===== src/sv/omni_three_wheel_kinematics_core_defines.svh =====
// Assertion macros shared by the kinematics core modules.
// Every macro samples on aclk and is disabled while aresetn is low.
`ifndef OMNI_THREE_WHEEL_KINEMATICS_CORE_DEFINES_SVH
`define OMNI_THREE_WHEEL_KINEMATICS_CORE_DEFINES_SVH

// The condition must hold at every clock edge.
`define OMNI3_ASSERT_ALWAYS(label, cond, msg) \
    label: assert property (@(posedge aclk) disable iff (!aresetn) (cond)) else $error(msg);

// The consequent must hold in the same cycle as the antecedent.
`define OMNI3_ASSERT_IMPLY(label, ante, cons, msg) \
    label: assert property (@(posedge aclk) disable iff (!aresetn) (ante) |-> (cons)) \
        else $error(msg);

// The consequent must hold in the cycle after the antecedent.
`define OMNI3_ASSERT_NEXT(label, ante, cons, msg) \
    label: assert property (@(posedge aclk) disable iff (!aresetn) (ante) |=> (cons)) \
        else $error(msg);

`endif


===== src/sv/omni3_pkg.sv =====
`timescale 1ns / 1ps

package omni3_pkg;

    // Field and register widths.
    localparam int AXIS_W  = 8;
    localparam int DZ_W    = 7;
    localparam int ARM_W   = 10;
    localparam int LIM_W   = 10;
    localparam int SPEED_W = 10;
    localparam int CFG_IDX_W  = 2;
    localparam int CFG_DATA_W = 10;

    // Register reset values.
    localparam logic [DZ_W-1:0]  DEAD_ZONE_RST   = 7'd50;
    localparam logic [ARM_W-1:0] ARM_LENGTH_RST  = 10'd310;
    localparam logic [LIM_W-1:0] SPEED_LIMIT_RST = 10'd800;

    typedef enum logic [CFG_IDX_W-1:0] {
        CFG_DEAD_ZONE   = 2'd0,
        CFG_ARM_LENGTH  = 2'd1,
        CFG_SPEED_LIMIT = 2'd2
    } cfg_idx_t;

    // Axis scaling by 950/127 is split into 7 + 61/127. The fractional part uses a
    // reciprocal of 127 that is exact for every product 61*m with m up to 128.
    localparam int SCALE_NUM   = 950;
    localparam int SCALE_DEN   = 127;
    localparam int SCALE_INT   = SCALE_NUM / SCALE_DEN;
    localparam int SCALE_REM   = SCALE_NUM % SCALE_DEN;
    localparam int SCALE_SHIFT = 20;
    localparam int SCALE_RECIP = SCALE_REM * ((2**SCALE_SHIFT + SCALE_DEN - 1) / SCALE_DEN);
    localparam int SCALE_PROD_W = 27;
    localparam int SCALE_MAX   = (2**(AXIS_W-1) * SCALE_NUM) / SCALE_DEN;
    localparam int SCALED_W    = 11;

    // Rotation coefficients in Q1.16; the half coefficient is a shift.
    localparam logic signed [17:0] COS30_Q16 = 18'sd56756;
    localparam int HALF_SHIFT = 15;
    localparam int ONE_SHIFT  = 16;
    localparam int FRAC_W     = 32;

    localparam int ROT_W   = 28;
    localparam int TURN_W  = 21;
    localparam int PROD_W  = 44;
    localparam int SUM_W   = 54;
    localparam int WHOLE_W = SUM_W - FRAC_W;

    typedef struct packed {
        logic              neg;
        logic [AXIS_W-1:0] mag;
    } axis_dz_t;

    typedef struct packed {
        axis_dz_t lx;
        axis_dz_t ly;
        axis_dz_t rx;
    } axes_dz_t;

    typedef struct packed {
        logic signed [SCALED_W-1:0] lx;
        logic signed [SCALED_W-1:0] ly;
        logic signed [SCALED_W-1:0] rx;
    } axes_t;

    typedef struct packed {
        logic signed [ROT_W-1:0]  vx;
        logic signed [ROT_W-1:0]  vy;
        logic signed [TURN_W-1:0] turn;
    } rot_t;

    typedef struct packed {
        logic signed [PROD_W-1:0] cvy;
        logic signed [PROD_W-1:0] hvx;
        logic signed [PROD_W-1:0] vxs;
        logic signed [TURN_W-1:0] turn;
    } prod_t;

    typedef struct packed {
        logic signed [SUM_W-1:0] front;
        logic signed [SUM_W-1:0] rear_right;
        logic signed [SUM_W-1:0] rear_left;
    } wsum_t;

    typedef struct packed {
        logic               rev;
        logic [SPEED_W-1:0] speed;
    } wheel_t;

    typedef struct packed {
        wheel_t front;
        wheel_t rear_right;
        wheel_t rear_left;
    } wheels_t;

endpackage


===== src/sv/omni3_axis_cond.sv =====
`timescale 1ns / 1ps
`include "omni_three_wheel_kinematics_core_defines.svh"

module omni3_axis_cond import omni3_pkg::*; (
    input  logic                     aclk,
    input  logic                     aresetn,
    input  logic [DZ_W-1:0]          dead_zone,
    input  logic                     in_valid,
    output logic                     in_ready,
    input  logic signed [AXIS_W-1:0] lx,
    input  logic signed [AXIS_W-1:0] ly,
    input  logic signed [AXIS_W-1:0] rx,
    output logic                     out_valid,
    input  logic                     out_ready,
    output axes_t                    out_axes
);

    // Stage 1 applies the dead zone, stage 2 scales the magnitudes.
    logic     s1_valid_reg;
    logic     s1_ready;
    axes_dz_t s1_reg;
    axes_dz_t s1_next;
    logic     s2_valid_reg;
    logic     s2_ready;
    axes_t    s2_reg;
    axes_t    s2_next;

    function automatic axis_dz_t dead_band(input logic signed [AXIS_W-1:0] v,
                                           input logic [DZ_W-1:0] dz,
                                           input logic shift);
        axis_dz_t          r;
        logic [AXIS_W-1:0] mag;
        logic [AXIS_W-1:0] dz_e;
        mag   = v[AXIS_W-1] ? AXIS_W'(-v) : AXIS_W'(v);
        dz_e  = AXIS_W'(dz);
        r.neg = v[AXIS_W-1];
        if (mag < dz_e) begin
            r.mag = '0;
        end else if (shift) begin
            r.mag = mag - dz_e;
        end else begin
            r.mag = mag;
        end
        return r;
    endfunction

    function automatic logic signed [SCALED_W-1:0] scale_axis(input axis_dz_t a);
        logic [SCALE_PROD_W-1:0] frac;
        logic [SCALED_W-1:0]     q;
        frac = SCALE_PROD_W'(a.mag) * SCALE_PROD_W'(SCALE_RECIP);
        q    = SCALED_W'(a.mag) * SCALED_W'(SCALE_INT) + SCALED_W'(frac >> SCALE_SHIFT);
        return a.neg ? $signed(-q) : $signed(q);
    endfunction

    assign s2_ready = !s2_valid_reg || out_ready;
    assign s1_ready = !s1_valid_reg || s2_ready;
    assign in_ready = s1_ready;

    always_comb begin
        s1_next.lx = dead_band(lx, dead_zone, 1'b0);
        s1_next.ly = dead_band(ly, dead_zone, 1'b0);
        s1_next.rx = dead_band(rx, dead_zone, 1'b1);
        s2_next.lx = scale_axis(s1_reg.lx);
        s2_next.ly = scale_axis(s1_reg.ly);
        s2_next.rx = scale_axis(s1_reg.rx);
    end

    always_ff @(posedge aclk) begin
        if (!aresetn) begin
            s1_valid_reg <= 1'b0;
            s2_valid_reg <= 1'b0;
        end else begin
            if (s1_ready) begin
                s1_valid_reg <= in_valid;
            end
            if (s2_ready) begin
                s2_valid_reg <= s1_valid_reg;
            end
        end
    end

    always_ff @(posedge aclk) begin
        if (s1_ready && in_valid) begin
            s1_reg <= s1_next;
        end
        if (s2_ready && s1_valid_reg) begin
            s2_reg <= s2_next;
        end
    end

    assign out_valid = s2_valid_reg;
    assign out_axes  = s2_reg;

    `OMNI3_ASSERT_IMPLY(a_scaled_range, s2_valid_reg,
        (s2_reg.lx <= SCALE_MAX) && (s2_reg.lx >= -SCALE_MAX) &&
        (s2_reg.ly <= SCALE_MAX) && (s2_reg.ly >= -SCALE_MAX) &&
        (s2_reg.rx <= SCALE_MAX) && (s2_reg.rx >= -SCALE_MAX),
        "scaled axis outside the stick range")
    `OMNI3_ASSERT_NEXT(a_stall_hold, s2_valid_reg && !out_ready,
        s2_valid_reg && $stable(s2_reg), "stalled scaled axes changed")

endmodule


===== src/sv/omni3_mix.sv =====
`timescale 1ns / 1ps

module omni3_mix import omni3_pkg::*; (
    input  logic             aclk,
    input  logic             aresetn,
    input  logic [ARM_W-1:0] arm_length,
    input  logic             in_valid,
    output logic             in_ready,
    input  axes_t            in_axes,
    output logic             out_valid,
    input  logic             out_ready,
    output prod_t            out_prod
);

    // Stage 3 rotates the left vector and forms the turn term; stage 4 forms
    // the Q32 products of the wheel equations.
    logic  s3_valid_reg;
    logic  s3_ready;
    rot_t  s3_reg;
    rot_t  s3_next;
    logic  s4_valid_reg;
    logic  s4_ready;
    prod_t s4_reg;
    prod_t s4_next;

    assign s4_ready = !s4_valid_reg || out_ready;
    assign s3_ready = !s3_valid_reg || s4_ready;
    assign in_ready = s3_ready;

    always_comb begin
        s3_next.vx   = ROT_W'(COS30_Q16) * ROT_W'(in_axes.ly)
                     - (ROT_W'(in_axes.lx) <<< HALF_SHIFT);
        s3_next.vy   = ROT_W'(COS30_Q16) * ROT_W'(in_axes.lx)
                     + (ROT_W'(in_axes.ly) <<< HALF_SHIFT);
        s3_next.turn = TURN_W'($signed({1'b0, arm_length})) * TURN_W'(in_axes.rx);
        s4_next.cvy  = PROD_W'(COS30_Q16) * PROD_W'(s3_reg.vy);
        s4_next.hvx  = PROD_W'(s3_reg.vx) <<< HALF_SHIFT;
        s4_next.vxs  = PROD_W'(s3_reg.vx) <<< ONE_SHIFT;
        s4_next.turn = s3_reg.turn;
    end

    always_ff @(posedge aclk) begin
        if (!aresetn) begin
            s3_valid_reg <= 1'b0;
            s4_valid_reg <= 1'b0;
        end else begin
            if (s3_ready) begin
                s3_valid_reg <= in_valid;
            end
            if (s4_ready) begin
                s4_valid_reg <= s3_valid_reg;
            end
        end
    end

    always_ff @(posedge aclk) begin
        if (s3_ready && in_valid) begin
            s3_reg <= s3_next;
        end
        if (s4_ready && s3_valid_reg) begin
            s4_reg <= s4_next;
        end
    end

    assign out_valid = s4_valid_reg;
    assign out_prod  = s4_reg;

endmodule


===== src/sv/omni3_wheel_out.sv =====
`timescale 1ns / 1ps
`include "omni_three_wheel_kinematics_core_defines.svh"

module omni3_wheel_out import omni3_pkg::*; (
    input  logic             aclk,
    input  logic             aresetn,
    input  logic [LIM_W-1:0] speed_limit,
    input  logic             in_valid,
    output logic             in_ready,
    input  prod_t            in_prod,
    output logic             out_valid,
    input  logic             out_ready,
    output wheels_t          out_wheels
);

    // Stage 5 sums the Q32 wheel speeds; stage 6 truncates, saturates and
    // splits each speed into magnitude and direction. Stage 6 is the output
    // register of the core.
    logic    s5_valid_reg;
    logic    s5_ready;
    wsum_t   s5_reg;
    wsum_t   s5_next;
    logic    s6_valid_reg;
    logic    s6_ready;
    wheels_t s6_reg;
    wheels_t s6_next;
    logic signed [SUM_W-1:0] turn_q32;

    function automatic wheel_t finish(input logic signed [SUM_W-1:0] w,
                                      input logic [LIM_W-1:0] lim);
        wheel_t                    r;
        logic signed [WHOLE_W-1:0] q;
        logic signed [WHOLE_W-1:0] lim_s;
        logic                      round_up;
        // Arithmetic shift floors; negative values with a fraction step back
        // up by one so the division truncates toward zero.
        round_up = w[SUM_W-1] && (|w[FRAC_W-1:0]);
        q        = $signed(w[SUM_W-1:FRAC_W]) + $signed({{(WHOLE_W-1){1'b0}}, round_up});
        lim_s    = WHOLE_W'($signed({1'b0, lim}));
        if (q > lim_s) begin
            q = lim_s;
        end
        if (q < -lim_s) begin
            q = -lim_s;
        end
        r.rev   = q[WHOLE_W-1];
        r.speed = q[WHOLE_W-1] ? SPEED_W'(-q) : SPEED_W'(q);
        return r;
    endfunction

    assign s6_ready = !s6_valid_reg || out_ready;
    assign s5_ready = !s5_valid_reg || s6_ready;
    assign in_ready = s5_ready;

    assign turn_q32 = SUM_W'(in_prod.turn) <<< FRAC_W;

    always_comb begin
        s5_next.front      = SUM_W'(in_prod.cvy) - SUM_W'(in_prod.hvx) + turn_q32;
        s5_next.rear_right = -SUM_W'(in_prod.cvy) - SUM_W'(in_prod.hvx) + turn_q32;
        s5_next.rear_left  = SUM_W'(in_prod.vxs) + turn_q32;
        s6_next.front      = finish(s5_reg.front, speed_limit);
        s6_next.rear_right = finish(s5_reg.rear_right, speed_limit);
        s6_next.rear_left  = finish(s5_reg.rear_left, speed_limit);
    end

    always_ff @(posedge aclk) begin
        if (!aresetn) begin
            s5_valid_reg <= 1'b0;
            s6_valid_reg <= 1'b0;
        end else begin
            if (s5_ready) begin
                s5_valid_reg <= in_valid;
            end
            if (s6_ready) begin
                s6_valid_reg <= s5_valid_reg;
            end
        end
    end

    always_ff @(posedge aclk) begin
        if (s5_ready && in_valid) begin
            s5_reg <= s5_next;
        end
        if (s6_ready && s5_valid_reg) begin
            s6_reg <= s6_next;
        end
    end

    assign out_valid  = s6_valid_reg;
    assign out_wheels = s6_reg;

    `OMNI3_ASSERT_IMPLY(a_reverse_nonzero, s6_valid_reg,
        (!s6_reg.front.rev || s6_reg.front.speed != '0) &&
        (!s6_reg.rear_right.rev || s6_reg.rear_right.speed != '0) &&
        (!s6_reg.rear_left.rev || s6_reg.rear_left.speed != '0),
        "reverse flag set on a zero wheel speed")

endmodule


===== src/sv/omni_three_wheel_kinematics_core.sv =====
// Each accepted input transaction passes through all six stages to reach m_axis.
// Throughput: one transaction per cycle if m_axis is ready; each stage holds its
// data under backpressure, so a stall stops the pipeline without loss or repetition.
// Reset (aresetn low, synchronous): all stage valid bits clear and the registers
// return to dead_zone 50, arm_length 310 and speed_limit 800.
`timescale 1ns / 1ps
`include "omni_three_wheel_kinematics_core_defines.svh"

// Three-wheel omni drive inverse kinematics. Each input transaction carries one
// joystick sample; each output transaction carries the three wheel speeds.
//
// Pipeline:
//   stage 1  dead zone on both left axes, dead zone with offset removal on the
//            right x axis (turn rate)
//   stage 2  scale every axis by 950/127, truncating toward zero
//   stage 3  rotate the left vector by -30 degrees (Q1.16) and form
//            arm_length times the turn rate
//   stage 4  Q32 products of the wheel equations
//   stage 5  front, rear right and rear left sums in Q32
//   stage 6  truncate toward zero, saturate to +/- speed_limit, split into
//            magnitude and reverse bit; this is the output register
//
// Every stage has its own valid bit and is ready when it is empty or when the
// stage after it is ready, so the core keeps accepting samples while a finished
// result waits on m_axis as long as there is an empty stage to fill.
//
// The configuration registers are meant to be written only while the pipeline
// is empty. Writes to an index past the last register are accepted and dropped.
module omni_three_wheel_kinematics_core import omni3_pkg::*; (
    input  logic                  aclk,
    input  logic                  aresetn,

    // Configuration write channel.
    input  logic                  cfg_valid,
    output logic                  cfg_ready,
    input  logic [CFG_IDX_W-1:0]  cfg_index,
    input  logic [CFG_DATA_W-1:0] cfg_data,

    // Joystick samples.
    input  logic                  s_axis_tvalid,
    output logic                  s_axis_tready,
    // [7:0] stick_left_x, [15:8] stick_left_y, [23:16] stick_right_x
    input  logic [23:0]           s_axis_tdata,

    // Wheel speeds.
    output logic                  m_axis_tvalid,
    input  logic                  m_axis_tready,
    // [9:0] front_speed, [10] front_reverse, [20:11] rear_right_speed,
    // [21] rear_right_reverse, [31:22] rear_left_speed, [32] rear_left_reverse,
    // [39:33] zero
    output logic [39:0]           m_axis_tdata
);

    logic [DZ_W-1:0]  dead_zone_reg;
    logic [ARM_W-1:0] arm_length_reg;
    logic [LIM_W-1:0] speed_limit_reg;

    logic    cond_valid;
    logic    cond_ready;
    axes_t   cond_axes;
    logic    mix_valid;
    logic    mix_ready;
    prod_t   mix_prod;
    wheels_t wheels;

    // The configuration channel never stalls.
    assign cfg_ready = 1'b1;

    always_ff @(posedge aclk) begin
        if (!aresetn) begin
            dead_zone_reg   <= DEAD_ZONE_RST;
            arm_length_reg  <= ARM_LENGTH_RST;
            speed_limit_reg <= SPEED_LIMIT_RST;
        end else if (cfg_valid) begin
            case (cfg_idx_t'(cfg_index))
                CFG_DEAD_ZONE: begin
                    dead_zone_reg <= cfg_data[DZ_W-1:0];
                end
                CFG_ARM_LENGTH: begin
                    arm_length_reg <= cfg_data[ARM_W-1:0];
                end
                CFG_SPEED_LIMIT: begin
                    speed_limit_reg <= cfg_data[LIM_W-1:0];
                end
                default: begin
                end
            endcase
        end
    end

    // Stages 1 and 2: dead zone and scaling.
    omni3_axis_cond u_axis_cond (
        .aclk      (aclk),
        .aresetn   (aresetn),
        .dead_zone (dead_zone_reg),
        .in_valid  (s_axis_tvalid),
        .in_ready  (s_axis_tready),
        .lx        ($signed(s_axis_tdata[7:0])),
        .ly        ($signed(s_axis_tdata[15:8])),
        .rx        ($signed(s_axis_tdata[23:16])),
        .out_valid (cond_valid),
        .out_ready (cond_ready),
        .out_axes  (cond_axes)
    );

    // Stages 3 and 4: rotation, turn term and wheel products.
    omni3_mix u_mix (
        .aclk       (aclk),
        .aresetn    (aresetn),
        .arm_length (arm_length_reg),
        .in_valid   (cond_valid),
        .in_ready   (cond_ready),
        .in_axes    (cond_axes),
        .out_valid  (mix_valid),
        .out_ready  (mix_ready),
        .out_prod   (mix_prod)
    );

    // Stages 5 and 6: wheel sums, truncation and saturation.
    omni3_wheel_out u_wheel_out (
        .aclk        (aclk),
        .aresetn     (aresetn),
        .speed_limit (speed_limit_reg),
        .in_valid    (mix_valid),
        .in_ready    (mix_ready),
        .in_prod     (mix_prod),
        .out_valid   (m_axis_tvalid),
        .out_ready   (m_axis_tready),
        .out_wheels  (wheels)
    );

    assign m_axis_tdata = {7'd0,
                           wheels.rear_left.rev, wheels.rear_left.speed,
                           wheels.rear_right.rev, wheels.rear_right.speed,
                           wheels.front.rev, wheels.front.speed};

    // A write to an index past the register list must leave every register alone.
    `OMNI3_ASSERT_NEXT(a_cfg_unknown_index,
        cfg_valid && !(cfg_index == CFG_DEAD_ZONE || cfg_index == CFG_ARM_LENGTH ||
                       cfg_index == CFG_SPEED_LIMIT),
        $stable(dead_zone_reg) && $stable(arm_length_reg) && $stable(speed_limit_reg),
        "configuration changed by a write to an unused index")

endmodule


===== config.mk =====
export PLATFORM = sky130hd
export DESIGN_NAME = omni_three_wheel_kinematics_core
export DESIGN_NICKNAME = d
export VERILOG_FILES = /design/src/sv/omni3_pkg.sv /design/src/sv/omni3_axis_cond.sv /design/src/sv/omni3_mix.sv /design/src/sv/omni3_wheel_out.sv /design/src/sv/omni_three_wheel_kinematics_core.sv
export VERILOG_INCLUDE_DIRS = /design/src /design/src/sv
export SDC_FILE = /design/constraint.sdc
export NUM_CORES = 2
export LEC_CHECK = 0
export ABC_AREA = 1
export BUFFER_PORTS_ARGS = -buffer_cell sky130_fd_sc_hd__buf_4
export CAP_MARGIN = 20
export CORE_ASPECT_RATIO = 0.8
export CORE_MARGIN = 1.5
export CORE_UTILIZATION = 55
export DETAILED_ROUTE_END_ITERATION = 10
export GPL_TIMING_DRIVEN = 0
export PLACE_DENSITY = 0.82
export RECOVER_POWER = 100
export SLEW_MARGIN = 20
export SYNTH_ARGS = -nofsm -noshare
export SYNTH_HDL_FRONTEND = slang
export SYNTH_SLANG_ARGS = --single-unit

===== constraint.sdc =====
create_clock -name aclk -period 18.7 [get_ports aclk]
set_input_delay 0.935 -clock aclk [delete_from_list [all_inputs] [get_ports aclk]]
set_output_delay 0.935 -clock aclk [all_outputs]
set_load 0.01 [all_outputs]

### Yosys cells after proc, flatten, opt, wreduce, memory -nomap -nowiden

Cells that the tools add are included.

* shifts and indexed selects: 0
* bitwise logic cells: 0
* $mul: 10
* $add $sub $neg: 25
* order comparisons: 9
* equal/unequal tests: 2
* reduce and logical (&&, ||, !) cells: 28
* div/mod/pow operators: 0
* mux-type cells: 15

Operator list (number)
* 22-bit two-way mux: 6
* 32-bit OR reduction: 3
* 8-bit by 19-bit multiplier with 27-bit output, second input constant: 3
* 22-bit by 2-bit adder with 22-bit output: 3
* 22-bit by 11-bit greater-than comparator with 1-bit output: 3
* 22-bit < comparator: 3
* 44-bit by 53-bit adder with 54-bit output: 1
* 45-bit by 53-bit adder with 54-bit output: 1
* 54-bit by 53-bit adder with 54-bit output: 1
* 44-bit negation with 54-bit output: 1
* 54-bit by 43-bit subtractor with 54-bit output: 1
* 15-bit by 11-bit multiplier with 26-bit output, first input constant: 2
* 44-bit by 43-bit subtractor with 45-bit output: 1
* 15-bit by 28-bit multiplier with 42-bit output, first input constant: 1
* 11-bit by 7-bit adder with 11-bit output: 3
* 8-bit by 3-bit multiplier with 11-bit output, second input constant: 3
* 11-bit two-way mux: 3
* 11-bit negation: 3
* 10-bit two-way mux: 3
* 10-bit negation: 3
* 28-bit by 26-bit adder with 28-bit output: 1
* 28-bit by 26-bit subtractor with 28-bit output: 1
* 8-bit by 7-bit < comparator with 1-bit output: 3
* 8-bit two-way mux: 3
* other kinds (11): 33

* memories kept: 0
* ROM bits: 0
* input bits: 41
* bits in writable memories: 0
* output and inout bits: 43
* bits in registers: 484
* word-level logic and storage cells: 123
* latch bits: 0

### Logic depth before layout (Yosys ltp)

* depth after elaboration: 9
* mapped depth: 44
* depth with buffers taken out: 43

### Hierarchy

A second synthesis with hierarchy kept.

* cells, all modules: 7610
* area total of the unflattened synthesis: 62643.8 sq um

By module, submodules not included
* omni3_mix: cells each 2893, area each 26082.5 sq um, times used 1
* omni3_wheel_out: cells each 2606, area each 20528.4 sq um, times used 1
* omni3_axis_cond: cells each 1946, area each 14845.5 sq um, times used 1
* omni_three_wheel_kinematics_core: cells each 165, area each 1187.4 sq um, times used 1

### Least setup slack after synthesis

No wires, ideal clock.

* path type: reg2reg
* start: reg u_axis_cond.s1_reg[12] (netlist bit)
* end: reg u_axis_cond.s2_reg (netlist bit u_axis_cond.out_axes[19]), data pin
* arrival: 6720 ps
* period minus slack after synthesis: 6976 ps
* setup slack: 11724 ps
* library setup time: 257 ps
* required time: 18443 ps
* stages on the path, launching flop included: 30
* path through: edfxtp_1 -> fa_1 -> inv_1 -> fa_1 -> inv_1 -> fa_1 -> fa_1 -> ha_1 -> nand2_1 -> o21ai_0 -> a21oi_1 -> nor3_1 -> nor2_1 -> o21ai_0 -> nand3_1 -> and2_1 -> o21bai_1 -> nand2_1 -> nand2_1 -> xor2_1 -> fa_1 -> ha_1 -> inv_1 -> o31ai_1 -> a21oi_1 -> o21bai_1 -> xor2_1 -> nor3_1 -> or2_2 -> xor2_1

RTL lines
* from (decl): line omni3_axis_cond.sv:21 `axes_dz_t s1_reg;`
* from (signal assigned): line omni3_axis_cond.sv:84 `s1_reg <= s1_next;`
* to (signal assigned): line omni3_axis_cond.sv:87 `s2_reg <= s2_next;`
* to (decl): line omni3_axis_cond.sv:25 `axes_t s2_reg;`

==> results.md <==
Run status:
- The final reports fail on max-capacitance violations, max-slew violations.
- The flow ran to the end, but the final reports show violations.

Route:
- For this run, the detailed router's first-pass iteration total came to 8.
- For this run, design rule violations remaining after detail routing come to 0.
- The first-iteration detailed-routing DRC count is between 3000 and 4000.
- The final layout contains routed wiring with a total length of between 100000 and 150000 um.
- The via density per instance is approximately 5.4.
- The via count is around 41000.
- The wire length per cell after detailed routing is ~17 um.
- The number of nets with antenna violations after detailed routing is 0.

Worst setup path:
- STA puts the critical path data arrival time at slightly above 8 ns.
- The capturing element type of the critical path is a flip-flop.
- The setup path with the least slack is of type reg2reg.
- The standard cell with the maximum stage delay on the critical path is sky130_fd_sc_hd__o21ai_0.
- The worst register-to-register path begins at u_wheel_out.s5_reg[58]$_DFFE_PP_.
- In this run the worst path has a maximum fanout of 10.
- The library cell appearing most often on the critical path is sky130_fd_sc_hd__nand2_1.
- Counting cells, the worst reg-to-reg path comes to 37.
- The required time of the critical path is about 19 ns.
- The launching element of the worst setup path is u_wheel_out.s5_reg[58]$_DFFE_PP_.
- The category of the worst setup path launch point is a flip-flop.
- The largest incremental delay on the critical path is 0.65 ns.

Min path:
- The hold path startpoint is u_mix.s3_reg[14]$_DFFE_PP_.
- The type of the tightest min-delay check is reg2reg.
- The worst hold path cell count is 0.

Clocking:
- The number of resized instances in the post-cts repair step is 0.
- Clock tree synthesis selected as its root buffer the cell sky130_fd_sc_hd__clkbuf_16.
- The longest clock path from root to sink contains 3 buffers.
- TritonCTS built the clock tree.
- In this run the post-CTS setup repair buffer count came out at 0.
- The clock reaches the later pin of the worst-skew pair after roughly 0.63 ns.
- Clock tree synthesis found a total of 421 sinks.
- After clock tree synthesis, the clock-pin slew on the worst setup and hold paths is ~0.060 ns.
- The number of CTS-inserted buffers is 48.
- The hold-fix buffer count after cts is 0.
- The maximum level of the CTS H-tree is 2.

Placement:
- The count of buffers added on input and output ports is 74.
- Summed over all nets, the half-perimeter wirelength after detailed placement is ~110000 um.
- The weighted congestion reported at the end of routability-driven placement is 0.957.

Synthesis:
- In the synthesized netlist, the number of instances is roughly 6000.
- The synthesized design contains approximately 420 register bits.
- After synthesis, flip-flops and latches occupy around 22% of the total area.
- For this run, the leading register cell type out of synthesis is sky130_fd_sc_hd__edfxtp_1.
- The synthesized area divided by synthesized cell count is 9.06 um2.
- During synthesis, Yosys emitted a total of 0 warnings.
- The distinct cell type count of the synthesized netlist is 60.
- The number of flops mapped to enable cells by yosys is 388.
- Of all flip-flops after synthesis, the portion carrying an async set or reset was 0%.
- The total standard cell area after synthesis is about 55000 um2.

STA:
- Setup violations remaining at the end of the flow were counted as 0.
- The number of failing hold endpoints at the final stage is 0.
- The number of max-slew violations in the final report was about 280.
- The share of the clock period used by the worst path is a little over two fifths.
- The worst slew margin relative to its limit is -190%.
- The transition at the pin with the smallest max-transition slack is around 4.4 ns.
- Setup repair after global routing left no endpoint under its margin.
- The final critical-path required period is ~7.9 ns.
- Derived from the worst setup path, the maximum achievable clock frequency is approximately 0.13 GHz.
- Across the routed clock network, the largest skew measured is about 0.029 ns.
- Summed over all failing endpoints, the final setup total negative slack is 0 ns.
- The tightest hold path in the finished design has a slack of 0.415 ns.

Cells and area:
- The most common library cell in the layout ignoring fill and taps is sky130_fd_sc_hd__inv_1.
- The total inserted antenna cells is 0.
- The net count reported at finish is between 7000 and 8000.
- The number of filler instances in the final layout is between 8000 and 9000.
- Relative to the synthesized area, the layout overhead comes to 6.54%.
- In the layout the commonest cells are 1362 x sky130_fd_sc_hd__inv_1, 899 x sky130_fd_sc_hd__nand2_1, 835 x sky130_fd_sc_hd__ha_1.
- For this run, the share of the core covered by cells in the final layout is 59.4%.
- The share of cells above drive strength 1 is ~3.1%.
- The register with the most flip-flops in the layout has 135 of them.

Global routing:
- The initial antenna violation count is 1.
- The largest net degree at the start of global routing is between 80 and 90.
- The number of global-route vias before repair is 42000.
- Summed over all layers, the global routing overflow is 0.
- The combined global-route utilization of all metal layers is between 20% and 30%.
- The wire length of the first global-routing pass is ~210000 um.

Job:
- Max-cap violations in this run came to 7.

Die:
- The die covers between 100000 and 150000 um2.
- The horizontal extent of the die is 357 um.
- For this configuration, the core starts out at a cell density of between 50% and 60%.
- The die span in y is 286 um.
- The row count is 103.
- The floorplan step defined a core boundary enclosing between 90000 and 100000 um2.
- 84 I/O pins were placed.
-- path summary, 6_finish.rpt --
path	end	slack, ns
setup / recovery	u_wheel_out.out_wheels[20]$_DFFE_PP_	10.77
hold / removal	u_mix.out_prod[14]$_DFFE_PP_	0.42
setup reg to reg	u_wheel_out.out_wheels[20]$_DFFE_PP_	10.77
hold reg to reg	u_mix.out_prod[14]$_DFFE_PP_	0.42
-- metrics by stage --
stage	cells	cell area [um2]	setup WS, ns
3_3_place_gp	7484	57400	11.00
3_5_place_dp	7494	57700	10.97
6_report	7583	58800	10.77
2_1_floorplan	6098	55200	11.72
5_1_grt	7583	58800	10.14
4_1_cts	7583	59200	10.93
-- logic make-up (layout without fill, tap and decap cells) --
family / Yosys count / in the layout / synth area share [%]
simple gates: 1632 / 1632 / 12.5
fa+ha+maj: 1461 / 1461 / 41.6
flops: 421 / 421 / 22.3
compound gates: 773 / 773 / 7.83
other cells: 2 / 8 / 0.0136
buf+inv: 1430 / 1603 / 9.83
xor+xnor: 373 / 373 / 5.92
-- routing by layer --
metal,global-route usage [%],vias up,wire length [um]
met5,0,-,19
met4,5.90,2,2750
met3,3.54,197,9070
met2,41.5,1387,59100
met1,35.2,19800,56200
li1,-,19700,-
-- worst max-delay path, delay by kind of cell, from the launching register on --
family	cells	cell delay, ns
AND/OR/NAND/NOR	20	2.72
AO/OA/AOI/OAI	7	2.07
buffers and inverters	5	1.16
adder cells (fa/ha/maj)	4	1.03
flip-flops	1	0.39
XOR/XNOR	1	0.27
-- synthesized netlist by cell type (32+ instances only) --
cell                       count  area (um2)
sky130_fd_sc_hd__inv_1      1364        5120
sky130_fd_sc_hd__nand2_1     890        3340
sky130_fd_sc_hd__ha_1        835       10400
sky130_fd_sc_hd__fa_1        626       12500
sky130_fd_sc_hd__edfxtp_1    388       11700
sky130_fd_sc_hd__a21oi_1     385        1930
sky130_fd_sc_hd__nor2_1      358        1340
sky130_fd_sc_hd__xor2_1      254        2220
sky130_fd_sc_hd__o21ai_0     179         896
sky130_fd_sc_hd__nand3_1     174         871
sky130_fd_sc_hd__xnor2_1     119        1040
sky130_fd_sc_hd__nor3_1       41         205
sky130_fd_sc_hd__a31oi_1      40         250
sky130_fd_sc_hd__nand4_1      39         244
sky130_fd_sc_hd__dfxtp_1      33         661
sky130_fd_sc_hd__clkbuf_1     32         120
-- area by class of cell --
class	count	area, um2	area share, %
tap	1312	1640	2.79
sequential	421	12300	20.9
clock buffer	53	1220	2.07
timing repair buffer	84	450	0.766
multi-input combinational	4247	37500	63.7
buffer	59	264	0.449
clock inverter	36	344	0.585
inverter	1371	5150	8.75
Power is left out: the tool's default activity adds up to more than one toggle a clock period on the data nets, which glitch-free logic cannot reach.
